`src/design/swan_pkg.sv`:
```
// ----------------------------------------------------------------------------
// swan_pkg: shared types and codes for the sliding-window ACK/NAK controller
// Event kinds, request kinds, configuration register indexes and widths.
// ----------------------------------------------------------------------------
package swan_pkg;

  localparam int SEQ_W = 32;
  localparam int WIN_W = 7;
  localparam int ALU_W = 34;

  typedef logic [SEQ_W-1:0] seq_t;
  typedef logic [SEQ_W:0]   len_t;
  typedef logic [WIN_W-1:0] win_t;
  typedef logic [ALU_W-1:0] alu_t;
  typedef logic [1:0]       op_t;
  typedef logic [1:0]       kind_t;
  typedef logic [1:0]       cfg_idx_t;

  // Event kinds on the input channel
  localparam op_t OP_ACK = 2'd0;
  localparam op_t OP_NAK = 2'd1;

  // Request kinds on the result channel
  localparam kind_t KIND_SEND = 2'd0;
  localparam kind_t KIND_RETX = 2'd1;
  localparam kind_t KIND_BAD  = 2'd2;

  // Configuration register indexes
  localparam cfg_idx_t CFG_FIRST_SEQ  = 2'd0;
  localparam cfg_idx_t CFG_DATA_COUNT = 2'd1;
  localparam cfg_idx_t CFG_MIN_WIN    = 2'd2;
  localparam cfg_idx_t CFG_MAX_WIN    = 2'd3;

  localparam win_t MAX_OUT  = 7'd64;
  localparam seq_t NONE_YET = 32'hFFFF_FFFF;

endpackage

```
`src/design/sliding_window_ack_nak_control.sv`:
```
// ----------------------------------------------------------------------------
// sliding_window_ack_nak_control
// Sender-side sliding-window controller: turns ACK/NAK events into send and
// retransmit requests and keeps the last acked number and the window size.
//
// Usage:
//   Input channel (in_valid/in_stall) carries one ACK, NAK or bad-kind event.
//   Result channel (out_valid/out_stall) carries the requests it causes, zero
//   to 64 per event, with out_last set on the final one. The user must see
//   that registers are written through cfg_we/cfg_index/cfg_data only while
//   no event is in progress; the block itself does not enforce it. Each
//   event runs through a small sequencer that drives one shared 34-bit
//   add/subtract unit; a NAK and an ACK (in order or with a gap) do their
//   own setup steps before the total and cap steps that a bad kind starts
//   at. Requests leave at one per cycle, while the receiver does not stall,
//   from a single output register, and in_stall stays high until the last
//   is loaded. An event with no requests frees the input after its setup.
//   A stalled receiver holds the output register and the sequencer waits.
//   Reset (synchronous, rst_n low) restores the register defaults, marks
//   nothing acked yet and sets the window to zero.
// ----------------------------------------------------------------------------
module sliding_window_ack_nak_control #(
  parameter int WINDOW_LIMIT = 64,
  parameter int BURST_LIMIT  = 64
) (
  input  logic                     clk,
  input  logic                     rst_n,
  input  logic                     in_valid,
  output logic                     in_stall,
  input  swan_pkg::op_t            in_operation,
  input  swan_pkg::seq_t           in_ack_seq,
  output logic                     out_valid,
  input  logic                     out_stall,
  output swan_pkg::kind_t          out_request_kind,
  output swan_pkg::seq_t           out_request_seq,
  output swan_pkg::win_t           out_window_now,
  output logic                     out_truncated,
  output logic                     out_last,
  input  logic                     cfg_we,
  input  swan_pkg::cfg_idx_t       cfg_index,
  input  swan_pkg::seq_t           cfg_data
);

  localparam swan_pkg::win_t WIN_CAP =
    (WINDOW_LIMIT > 127) ? 7'd127 : swan_pkg::WIN_W'(WINDOW_LIMIT);
  localparam swan_pkg::win_t BURST_CAP =
    (BURST_LIMIT > 64) ? swan_pkg::MAX_OUT : swan_pkg::WIN_W'(BURST_LIMIT);

  localparam swan_pkg::alu_t ALU_ONE = swan_pkg::alu_t'(1);
  localparam swan_pkg::alu_t SPAN    = swan_pkg::alu_t'(64'h1_0000_0000);

  localparam logic [4:0] ST_IDLE    = 5'd0;
  localparam logic [4:0] ST_ACK_INC = 5'd1;
  localparam logic [4:0] ST_ACK_CHK = 5'd2;
  localparam logic [4:0] ST_G_END   = 5'd3;
  localparam logic [4:0] ST_G_B1    = 5'd4;
  localparam logic [4:0] ST_G_HIA   = 5'd5;
  localparam logic [4:0] ST_G_LENA  = 5'd6;
  localparam logic [4:0] ST_G_LOB   = 5'd7;
  localparam logic [4:0] ST_G_HIB   = 5'd8;
  localparam logic [4:0] ST_G_LENB  = 5'd9;
  localparam logic [4:0] ST_S_D0A   = 5'd10;
  localparam logic [4:0] ST_S_D0B   = 5'd11;
  localparam logic [4:0] ST_S_END   = 5'd12;
  localparam logic [4:0] ST_S_MIN   = 5'd13;
  localparam logic [4:0] ST_S_LEN1  = 5'd14;
  localparam logic [4:0] ST_S_ST1   = 5'd15;
  localparam logic [4:0] ST_S_LEN2  = 5'd16;
  localparam logic [4:0] ST_N_DIF   = 5'd17;
  localparam logic [4:0] ST_N_CHK   = 5'd18;
  localparam logic [4:0] ST_TOT     = 5'd19;
  localparam logic [4:0] ST_CAP     = 5'd20;
  localparam logic [4:0] ST_EMIT    = 5'd21;

  function automatic swan_pkg::win_t clamp_win(input logic [7:0] w,
                                               input swan_pkg::win_t lo_cfg,
                                               input swan_pkg::win_t hi_cfg);
    swan_pkg::win_t hi;
    swan_pkg::win_t lo;
    hi = (hi_cfg > WIN_CAP) ? WIN_CAP : hi_cfg;
    lo = (lo_cfg > hi) ? hi : lo_cfg;
    if (w > {1'b0, hi}) begin
      clamp_win = hi;
    end else if (w < {1'b0, lo}) begin
      clamp_win = lo;
    end else begin
      clamp_win = w[6:0];
    end
  endfunction

  // configuration
  swan_pkg::seq_t first_seq_r,  first_seq_nxt;
  swan_pkg::seq_t data_count_r, data_count_nxt;
  swan_pkg::win_t min_win_r,    min_win_nxt;
  swan_pkg::win_t max_win_r,    max_win_nxt;

  // protocol state
  swan_pkg::seq_t last_acked_r, last_acked_nxt;
  swan_pkg::win_t win_r,        win_nxt;

  // sequencer
  logic [4:0]      state_r, state_nxt;
  swan_pkg::seq_t  seq_r, seq_nxt;
  swan_pkg::kind_t kind_r, kind_nxt;
  logic            gap_r, gap_nxt;
  logic            trunc_r, trunc_nxt;
  swan_pkg::alu_t  t0_r, t0_nxt;
  swan_pkg::alu_t  t1_r, t1_nxt;
  swan_pkg::len_t  end_r, end_nxt;
  swan_pkg::len_t  b1_r, b1_nxt;
  swan_pkg::len_t  len1_r, len1_nxt;
  swan_pkg::len_t  len2_r, len2_nxt;
  swan_pkg::seq_t  start1_r, start1_nxt;
  swan_pkg::seq_t  start2_r, start2_nxt;
  swan_pkg::seq_t  cur_r, cur_nxt;
  swan_pkg::win_t  out_left_r, out_left_nxt;
  swan_pkg::win_t  run1_left_r, run1_left_nxt;

  // output register
  logic            out_valid_r, out_valid_nxt;
  swan_pkg::kind_t out_kind_r, out_kind_nxt;
  swan_pkg::seq_t  out_seq_r, out_seq_nxt;
  swan_pkg::win_t  out_win_r, out_win_nxt;
  logic            out_trunc_r, out_trunc_nxt;
  logic            out_last_r, out_last_nxt;

  // shared add/subtract unit
  swan_pkg::alu_t alu_a;
  swan_pkg::alu_t alu_b;
  logic           alu_sub;
  swan_pkg::alu_t alu_y;
  logic           alu_neg;

  swan_pkg::alu_t phi_a;
  swan_pkg::alu_t phi_b;
  swan_pkg::win_t cap_w;
  swan_pkg::win_t n_sel;
  logic           in_acc;
  logic           out_load;

  assign in_acc   = in_valid && (state_r == ST_IDLE);
  assign in_stall = (state_r != ST_IDLE);
  assign out_load = (state_r == ST_EMIT) && (!out_valid_r || !out_stall);

  // upper end of the wrapped piece and of the unwrapped piece (or window end)
  assign phi_a = end_r[32] ? {2'b00, end_r[31:0]} : '0;
  assign phi_b = end_r[32] ? SPAN : {1'b0, end_r};
  assign cap_w = gap_r ? BURST_CAP : swan_pkg::MAX_OUT;

  always_comb begin
    alu_a   = '0;
    alu_b   = '0;
    alu_sub = 1'b0;
    unique case (state_r) inside
      ST_ACK_INC: begin
        alu_a = {2'b00, last_acked_r};
        alu_b = ALU_ONE;
      end
      ST_ACK_CHK: begin
        alu_a   = t0_r;
        alu_b   = {2'b00, seq_r};
        alu_sub = 1'b1;
      end
      ST_G_END: begin
        alu_a = {2'b00, first_seq_r};
        alu_b = {2'b00, data_count_r};
      end
      ST_G_B1, ST_S_ST1: begin
        alu_a = {2'b00, seq_r};
        alu_b = ALU_ONE;
      end
      ST_G_HIA: begin
        alu_a   = phi_a;
        alu_b   = {1'b0, b1_r};
        alu_sub = 1'b1;
      end
      ST_G_LENA: begin
        alu_a   = t0_r;
        alu_b   = {2'b00, last_acked_r};
        alu_sub = 1'b1;
      end
      ST_G_LOB: begin
        alu_a   = {2'b00, first_seq_r};
        alu_b   = {2'b00, last_acked_r};
        alu_sub = 1'b1;
      end
      ST_G_HIB: begin
        alu_a   = phi_b;
        alu_b   = {1'b0, b1_r};
        alu_sub = 1'b1;
      end
      ST_G_LENB: begin
        alu_a   = t0_r;
        alu_b   = {2'b00, start2_r};
        alu_sub = 1'b1;
      end
      ST_S_D0A, ST_N_DIF: begin
        alu_a   = {2'b00, seq_r};
        alu_b   = {2'b00, first_seq_r};
        alu_sub = 1'b1;
      end
      ST_S_D0B: begin
        alu_a = t0_r;
        alu_b = ALU_ONE;
      end
      ST_S_END: begin
        alu_a = t0_r;
        alu_b = {27'd0, win_r};
      end
      ST_S_MIN: begin
        alu_a   = phi_b;
        alu_b   = {2'b00, data_count_r};
        alu_sub = 1'b1;
      end
      ST_S_LEN1: begin
        alu_a   = t1_r;
        alu_b   = t0_r;
        alu_sub = 1'b1;
      end
      ST_S_LEN2: begin
        alu_a   = {2'b00, end_r[31:0]};
        alu_b   = {2'b00, data_count_r};
        alu_sub = 1'b1;
      end
      ST_N_CHK: begin
        alu_a   = t0_r;
        alu_b   = {2'b00, data_count_r};
        alu_sub = 1'b1;
      end
      ST_TOT: begin
        alu_a = {1'b0, len1_r};
        alu_b = {1'b0, len2_r};
      end
      ST_CAP: begin
        alu_a   = {27'd0, cap_w};
        alu_b   = t1_r;
        alu_sub = 1'b1;
      end
      default: begin
        alu_a   = '0;
        alu_b   = '0;
        alu_sub = 1'b0;
      end
    endcase
  end

  assign alu_y   = alu_a + (alu_sub ? ~alu_b : alu_b) + {33'd0, alu_sub};
  assign alu_neg = alu_y[swan_pkg::ALU_W-1];
  assign n_sel   = alu_neg ? cap_w : t1_r[6:0];

  always_comb begin
    first_seq_nxt  = first_seq_r;
    data_count_nxt = data_count_r;
    min_win_nxt    = min_win_r;
    max_win_nxt    = max_win_r;
    last_acked_nxt = last_acked_r;
    win_nxt        = win_r;
    state_nxt      = state_r;
    seq_nxt        = seq_r;
    kind_nxt       = kind_r;
    gap_nxt        = gap_r;
    trunc_nxt      = trunc_r;
    t0_nxt         = t0_r;
    t1_nxt         = t1_r;
    end_nxt        = end_r;
    b1_nxt         = b1_r;
    len1_nxt       = len1_r;
    len2_nxt       = len2_r;
    start1_nxt     = start1_r;
    start2_nxt     = start2_r;
    cur_nxt        = cur_r;
    out_left_nxt   = out_left_r;
    run1_left_nxt  = run1_left_r;
    out_valid_nxt  = out_valid_r && out_stall;
    out_kind_nxt   = out_kind_r;
    out_seq_nxt    = out_seq_r;
    out_win_nxt    = out_win_r;
    out_trunc_nxt  = out_trunc_r;
    out_last_nxt   = out_last_r;

    if (cfg_we) begin
      unique case (cfg_index)
        swan_pkg::CFG_FIRST_SEQ:  first_seq_nxt  = cfg_data;
        swan_pkg::CFG_DATA_COUNT: data_count_nxt = cfg_data;
        swan_pkg::CFG_MIN_WIN:    min_win_nxt    = cfg_data[6:0];
        swan_pkg::CFG_MAX_WIN:    max_win_nxt    = cfg_data[6:0];
        default: ;
      endcase
    end

    unique case (state_r)
      ST_IDLE: begin
        if (in_acc) begin
          seq_nxt = in_ack_seq;
          gap_nxt = 1'b0;
          unique case (in_operation)
            swan_pkg::OP_ACK: begin
              state_nxt = ST_ACK_INC;
            end
            swan_pkg::OP_NAK: begin
              kind_nxt  = swan_pkg::KIND_RETX;
              state_nxt = ST_N_DIF;
            end
            default: begin
              kind_nxt   = swan_pkg::KIND_BAD;
              start1_nxt = '0;
              start2_nxt = '0;
              len1_nxt   = swan_pkg::len_t'(1);
              len2_nxt   = '0;
              state_nxt  = ST_TOT;
            end
          endcase
        end
      end
      ST_ACK_INC: begin
        t0_nxt    = alu_y;
        state_nxt = ST_ACK_CHK;
      end
      ST_ACK_CHK: begin
        // last_acked + 1 < ack_seq means a gap; none-yet never qualifies
        if (alu_neg) begin
          gap_nxt   = 1'b1;
          kind_nxt  = swan_pkg::KIND_RETX;
          state_nxt = ST_G_END;
        end else begin
          kind_nxt       = swan_pkg::KIND_SEND;
          last_acked_nxt = seq_r;
          win_nxt        = clamp_win({1'b0, win_r} + 8'd1, min_win_r, max_win_r);
          state_nxt      = ST_S_D0A;
        end
      end
      ST_G_END: begin
        end_nxt   = alu_y[32:0];
        state_nxt = ST_G_B1;
      end
      ST_G_B1: begin
        b1_nxt    = alu_y[32:0];
        state_nxt = ST_G_HIA;
      end
      ST_G_HIA: begin
        t0_nxt    = alu_neg ? phi_a : {1'b0, b1_r};
        state_nxt = ST_G_LENA;
      end
      ST_G_LENA: begin
        len1_nxt   = alu_neg ? '0 : alu_y[32:0];
        start1_nxt = last_acked_r;
        state_nxt  = ST_G_LOB;
      end
      ST_G_LOB: begin
        start2_nxt = alu_neg ? last_acked_r : first_seq_r;
        state_nxt  = ST_G_HIB;
      end
      ST_G_HIB: begin
        t0_nxt    = alu_neg ? phi_b : {1'b0, b1_r};
        state_nxt = ST_G_LENB;
      end
      ST_G_LENB: begin
        len2_nxt  = alu_neg ? '0 : alu_y[32:0];
        state_nxt = ST_TOT;
      end
      ST_S_D0A: begin
        t0_nxt    = {2'b00, alu_y[31:0]};
        state_nxt = ST_S_D0B;
      end
      ST_S_D0B: begin
        // offset of the first candidate from the first data packet
        t0_nxt    = {2'b00, alu_y[31:0]};
        state_nxt = ST_S_END;
      end
      ST_S_END: begin
        end_nxt   = alu_y[32:0];
        state_nxt = ST_S_MIN;
      end
      ST_S_MIN: begin
        t1_nxt    = alu_neg ? phi_b : {2'b00, data_count_r};
        state_nxt = ST_S_LEN1;
      end
      ST_S_LEN1: begin
        len1_nxt  = alu_neg ? '0 : alu_y[32:0];
        state_nxt = ST_S_ST1;
      end
      ST_S_ST1: begin
        start1_nxt = alu_y[31:0];
        state_nxt  = ST_S_LEN2;
      end
      ST_S_LEN2: begin
        // wrapped part of the window, starting at the first data packet
        if (end_r[32]) begin
          len2_nxt = alu_neg ? {1'b0, end_r[31:0]} : {1'b0, data_count_r};
        end else begin
          len2_nxt = '0;
        end
        start2_nxt = first_seq_r;
        state_nxt  = ST_TOT;
      end
      ST_N_DIF: begin
        t0_nxt    = {2'b00, alu_y[31:0]};
        win_nxt   = clamp_win((win_r == '0) ? 8'd0 : {1'b0, win_r} - 8'd1,
                              min_win_r, max_win_r);
        state_nxt = ST_N_CHK;
      end
      ST_N_CHK: begin
        len1_nxt   = alu_neg ? swan_pkg::len_t'(1) : '0;
        len2_nxt   = '0;
        start1_nxt = seq_r;
        start2_nxt = seq_r;
        state_nxt  = ST_TOT;
      end
      ST_TOT: begin
        t1_nxt    = alu_y;
        state_nxt = ST_CAP;
      end
      ST_CAP: begin
        trunc_nxt     = alu_neg && gap_r;
        out_left_nxt  = n_sel;
        run1_left_nxt = (|len1_r[32:6]) ? swan_pkg::MAX_OUT : len1_r[6:0];
        cur_nxt       = (len1_r == '0) ? start2_r : start1_r;
        state_nxt     = (n_sel == '0) ? ST_IDLE : ST_EMIT;
      end
      ST_EMIT: begin
        if (out_load) begin
          out_valid_nxt = 1'b1;
          out_kind_nxt  = kind_r;
          out_seq_nxt   = cur_r;
          out_win_nxt   = win_r;
          out_trunc_nxt = trunc_r;
          out_last_nxt  = (out_left_r == 7'd1);
          out_left_nxt  = out_left_r - 7'd1;
          // advance within the first run, then jump to the second
          if (run1_left_r != '0) begin
            run1_left_nxt = run1_left_r - 7'd1;
            cur_nxt       = (run1_left_r == 7'd1) ? start2_r : cur_r + 32'd1;
          end else begin
            cur_nxt = cur_r + 32'd1;
          end
          if (out_left_r == 7'd1) begin
            state_nxt = ST_IDLE;
          end
        end
      end
      default: begin
        state_nxt = ST_IDLE;
      end
    endcase
  end

  always_ff @(posedge clk) begin
    if (!rst_n) begin
      first_seq_r  <= 32'd1;
      data_count_r <= '0;
      min_win_r    <= 7'd1;
      max_win_r    <= 7'd32;
      last_acked_r <= swan_pkg::NONE_YET;
      win_r        <= '0;
      state_r      <= ST_IDLE;
      out_valid_r  <= 1'b0;
    end else begin
      first_seq_r  <= first_seq_nxt;
      data_count_r <= data_count_nxt;
      min_win_r    <= min_win_nxt;
      max_win_r    <= max_win_nxt;
      last_acked_r <= last_acked_nxt;
      win_r        <= win_nxt;
      state_r      <= state_nxt;
      out_valid_r  <= out_valid_nxt;
    end
  end

  always_ff @(posedge clk) begin
    seq_r       <= seq_nxt;
    kind_r      <= kind_nxt;
    gap_r       <= gap_nxt;
    trunc_r     <= trunc_nxt;
    t0_r        <= t0_nxt;
    t1_r        <= t1_nxt;
    end_r       <= end_nxt;
    b1_r        <= b1_nxt;
    len1_r      <= len1_nxt;
    len2_r      <= len2_nxt;
    start1_r    <= start1_nxt;
    start2_r    <= start2_nxt;
    cur_r       <= cur_nxt;
    out_left_r  <= out_left_nxt;
    run1_left_r <= run1_left_nxt;
    out_kind_r  <= out_kind_nxt;
    out_seq_r   <= out_seq_nxt;
    out_win_r   <= out_win_nxt;
    out_trunc_r <= out_trunc_nxt;
    out_last_r  <= out_last_nxt;
  end

  assign out_valid        = out_valid_r;
  assign out_request_kind = out_kind_r;
  assign out_request_seq  = out_seq_r;
  assign out_window_now   = out_win_r;
  assign out_truncated    = out_trunc_r;
  assign out_last         = out_last_r;

endmodule

```
`config.mk`:
```
export PLATFORM = sky130hd
export DESIGN_NAME = sliding_window_ack_nak_control
export DESIGN_NICKNAME = d
export VERILOG_FILES = /design/src/design/swan_pkg.sv /design/src/design/sliding_window_ack_nak_control.sv
export SDC_FILE = /design/constraint.sdc
export NUM_CORES = 1
export LEC_CHECK = 0
export BUFFER_PORTS_ARGS = -buffer_cell sky130_fd_sc_hd__buf_2
export CORE_MARGIN = 1
export CORE_UTILIZATION = 45
export CTS_BUF_LIST = sky130_fd_sc_hd__clkbuf_2
export CTS_CLUSTER_DIAMETER = 50
export DETAILED_ROUTE_END_ITERATION = 8
export GPL_ROUTABILITY_DRIVEN = 0
export MAX_ROUTING_LAYER = met4
export PLACE_DENSITY = 0.68
export SLEW_MARGIN = 10
export SYNTH_ARGS = -nofsm -noshare
export SYNTH_HDL_FRONTEND = slang
export SYNTH_SLANG_ARGS = --single-unit
```
`constraint.sdc`:
```
create_clock -name clk -period 5.6 [get_ports clk]
set_input_delay 1.4 -clock clk [delete_from_list [all_inputs] [get_ports clk]]
set_output_delay 1.4 -clock clk [all_outputs]
set_load 0.03 [all_outputs]
```
==> results.cfg <==
[status]
status = finished, violations left
violations = design-rule violations

[place]
hpwl_mm = 70.34
port_buffers = 117
place_inst = 3633
place_area_um2 = 30610

[cells_and_area]
design_area_um2 = 32270
num-nets-final = 3099
area_growth_pct = 15.01
drive_gt1_share_pct = 20.61
stdcell_count = 3908
nFillCells = 5536

[setup_path]
reg2reg_to = start2_r[26]
crit_type = flop to flop
regToRegStartpoint = state_r[0]
cp.required_ps = 6830
crit_path_end_kind = flop
worstRegToRegCells = 23
crit_fanout = 34
r2r_setup_slack_ps = 220
start_kind = flop
arrival_ps = 6610

[worst_hold_path]
min_to = seq_r[13]
holdPathStages = 1
hp-class = input pin to flop
hold_start = in_ack_seq[13]

[floorplanning]
fp.dieW_um = 251.7
core_um2 = 61710
die_area_um2 = 63360
start_util_pct = 45.47
rows = 91
ioPinCount = 118
fp.dieH_um = 251.7

[clock_tree]
cts.root.buffer_cell = clkbuf_2
max-clock-path-buffers = 3
cts_buffers = 139
clk_pin_slew_ps = 100
clock-sinks = 512
clock_latency_ps = 1460
h-tree-depth = 4
cts_tree = yes

[route]
routedWlPerCell_um = 27.46
routed_via_density = 6.618
drc_errors = 3
dr.first_iter.drc_count = 4770
first_pass_iters = 9
drt_wl_total_mm = 107.3
ant_nets = 0
via_count = 25863

[synth]
syn_nets = 2846
yosysTopAreaCell = edfxtp_1
seq_area_frac_synth_pct = 50.41
yosysWarnings = 0
synth-edff-count = 389
synth_seq_cells = 512
syn_area_per_cell_um2 = 10.40
synth_cells = 2699
synth_area_um2 = 28060
async_flop_share_pct = 0
yosysTopAreaCellShare_pct = 41.63
synth.most_common_cell = edfxtp_1
synth.distinct_cells = 95
yosys_most_used_dff = edfxtp_1
synthTopCellsByArea = edfxtp_1 (42%), dfxtp_1 (8.8%), nand2_1 (4.7%), a22oi_1 (4.1%), ha_1 (3.3%)
synth.cells.most_frequent = edfxtp_1 (389), nand2_1 (349), nand3_1 (157)

[timing]
hold_viol = 0
slew-limit-headroom_pct = 15.84
setup_viol_count_final = 0
max_clock_freq_ghz = 0.1858
slew_violations = 0
clock_skew_ps = 125.3
min_period_ps = 5381
worst_pin_slew_ps = 1259
final.period_utilization_pct = 96.09

[global_route]
first_global_vias = 25210
grt_pass1_wl_mm = 156.6
overflow = 0
grt_max_degree = 80
antenna_found_initial = 6
track_usage_pct = 34.28

[job]
maxCapViolCount = 0
[flip-flops by register name, indices dropped and copies added, names as in the netlist, 33 cells and up]
name and flops:
b1_r 33, end_r 33, len2_r 33, t1_r 34, len1_r 33, t0_r 34
[worst max path at each step]
stage | start | endpoint | cells past startpoint
after floorplan | state_r[1] | t1_r[21] | 25
after global placement | state_r[4] | len1_r[21] | 21
after detailed placement | state_r[3] | t0_r[22] | 20
after CTS | state_r[2] | t1_r[15] | 22
after global routing | state_r[0] | start2_r[31] | 23
final | state_r[0] | start2_r[26] | 23
[metrics by stage]
| step | hold slack (ps) | TNS, ps | utilization [%] | setup WS, ps |
|---|---|---|---|---|
| floorplan | 400.3 | 0 | - | 616.2 |
| global placement | 453.3 | 0 | 49.60 | 28.32 |
| global route | 95.90 | -264.4 | 52.29 | -44.59 |
| CTS | 0.2982 | 0 | 52.02 | 25.09 |
| detailed placement | 451.4 | -486.3 | 49.60 | -51.51 |
| finish | 168.8 | 0 | 52.29 | 218.7 |
[cell usage in the layout, fill, tap and decap left out, types with 11 or more instances in the layout]
cell,Yosys,layout
o21ai_0,80,75
a21boi_0,67,67
a221oi_2,13,18
o21a_1,17,17
nor3_1,22,19
a211oi_1,21,19
a221o_1,88,88
mux2i_1,56,55
buf_2,25,116
o22ai_1,57,54
inv_1,69,66
buf_12,0,28
o21ai_1,9,11
and3_1,48,48
a21o_1,21,21
nor4_1,14,13
nor3b_1,22,20
a221oi_1,41,36
dfxtp_1,123,119
a31oi_1,11,11
xnor2_1,74,73
nand2_1,349,347
clkbuf_2,0,204
a21oi_1,116,113
nand4_1,26,26
clkinv_1,1,33
nor2_1,130,122
edfxtp_1,389,389
a222oi_1,33,33
nand3_1,157,157
xor2_1,35,35
nor2b_1,27,26
o211ai_1,20,20
ha_1,73,73
a22oi_1,155,155
buf_4,11,158
[layer usage]
layer  GRT usage, %  routed length (µm)
met5              -                   0
met4          23.24                7747
met3          11.36               14820
met2          50.26               46800
met1          39.85               37950
[cell type report]
type	count	area, µm²	share of cell area (%)
well taps	837	1047	3.245
clock buffers	204	1021	3.164
multi-input cells	1917	13010	40.31
diodes	5	12.51	0.03877
inverters	74	281.5	0.8724
repair buffers	308	2387	7.398
clock inverters	51	364.1	1.128
flip-flops and latches	512	14150	43.84
[kinds of logic (layout without fill, tap and decap cells)]
kind of cell | count (synthesis) | after routing | share of synthesized area (%)
compound gates | 806 | 806 | 21.56
xor+xnor | 114 | 114 | 3.692
fa+ha+maj | 74 | 74 | 3.327
buf+inv | 270 | 637 | 4.218
flops | 512 | 512 | 50.41
mux | 61 | 61 | 2.198
other cells | 0 | 5 | 0
simple gates | 862 | 862 | 14.60
[timing repair]
action                     CTS  global route
setup endpoints to repair   95           210
setup buffers                2             7
pin swaps                    1             4
hold endpoints to repair     6             0
resized for setup            4            23
hold buffers                 6             0
[critical path: stages, from the launching register on]
cell and delay (ps):
dfxtp_1 370, buf_12 210, nor2_1 80, nand2_2 160, clkinv_1 100, buf_4 250
buf_4 210, a222oi_1 300, nand3_1 110, a221oi_1 300, xnor2_1 110, ha_1 360
a21o_1 260, o21bai_1 150, inv_1 70, o31a_1 290, o21ai_1 270, nor3_1 110
a211oi_2 260, nand4_1 190, or3_4 380, a21oi_4 200, buf_12 270, a221o_1 200
Power is left out: the tool's default activity adds up to more than one toggle a clock period on the data nets, which glitch-free logic cannot reach.
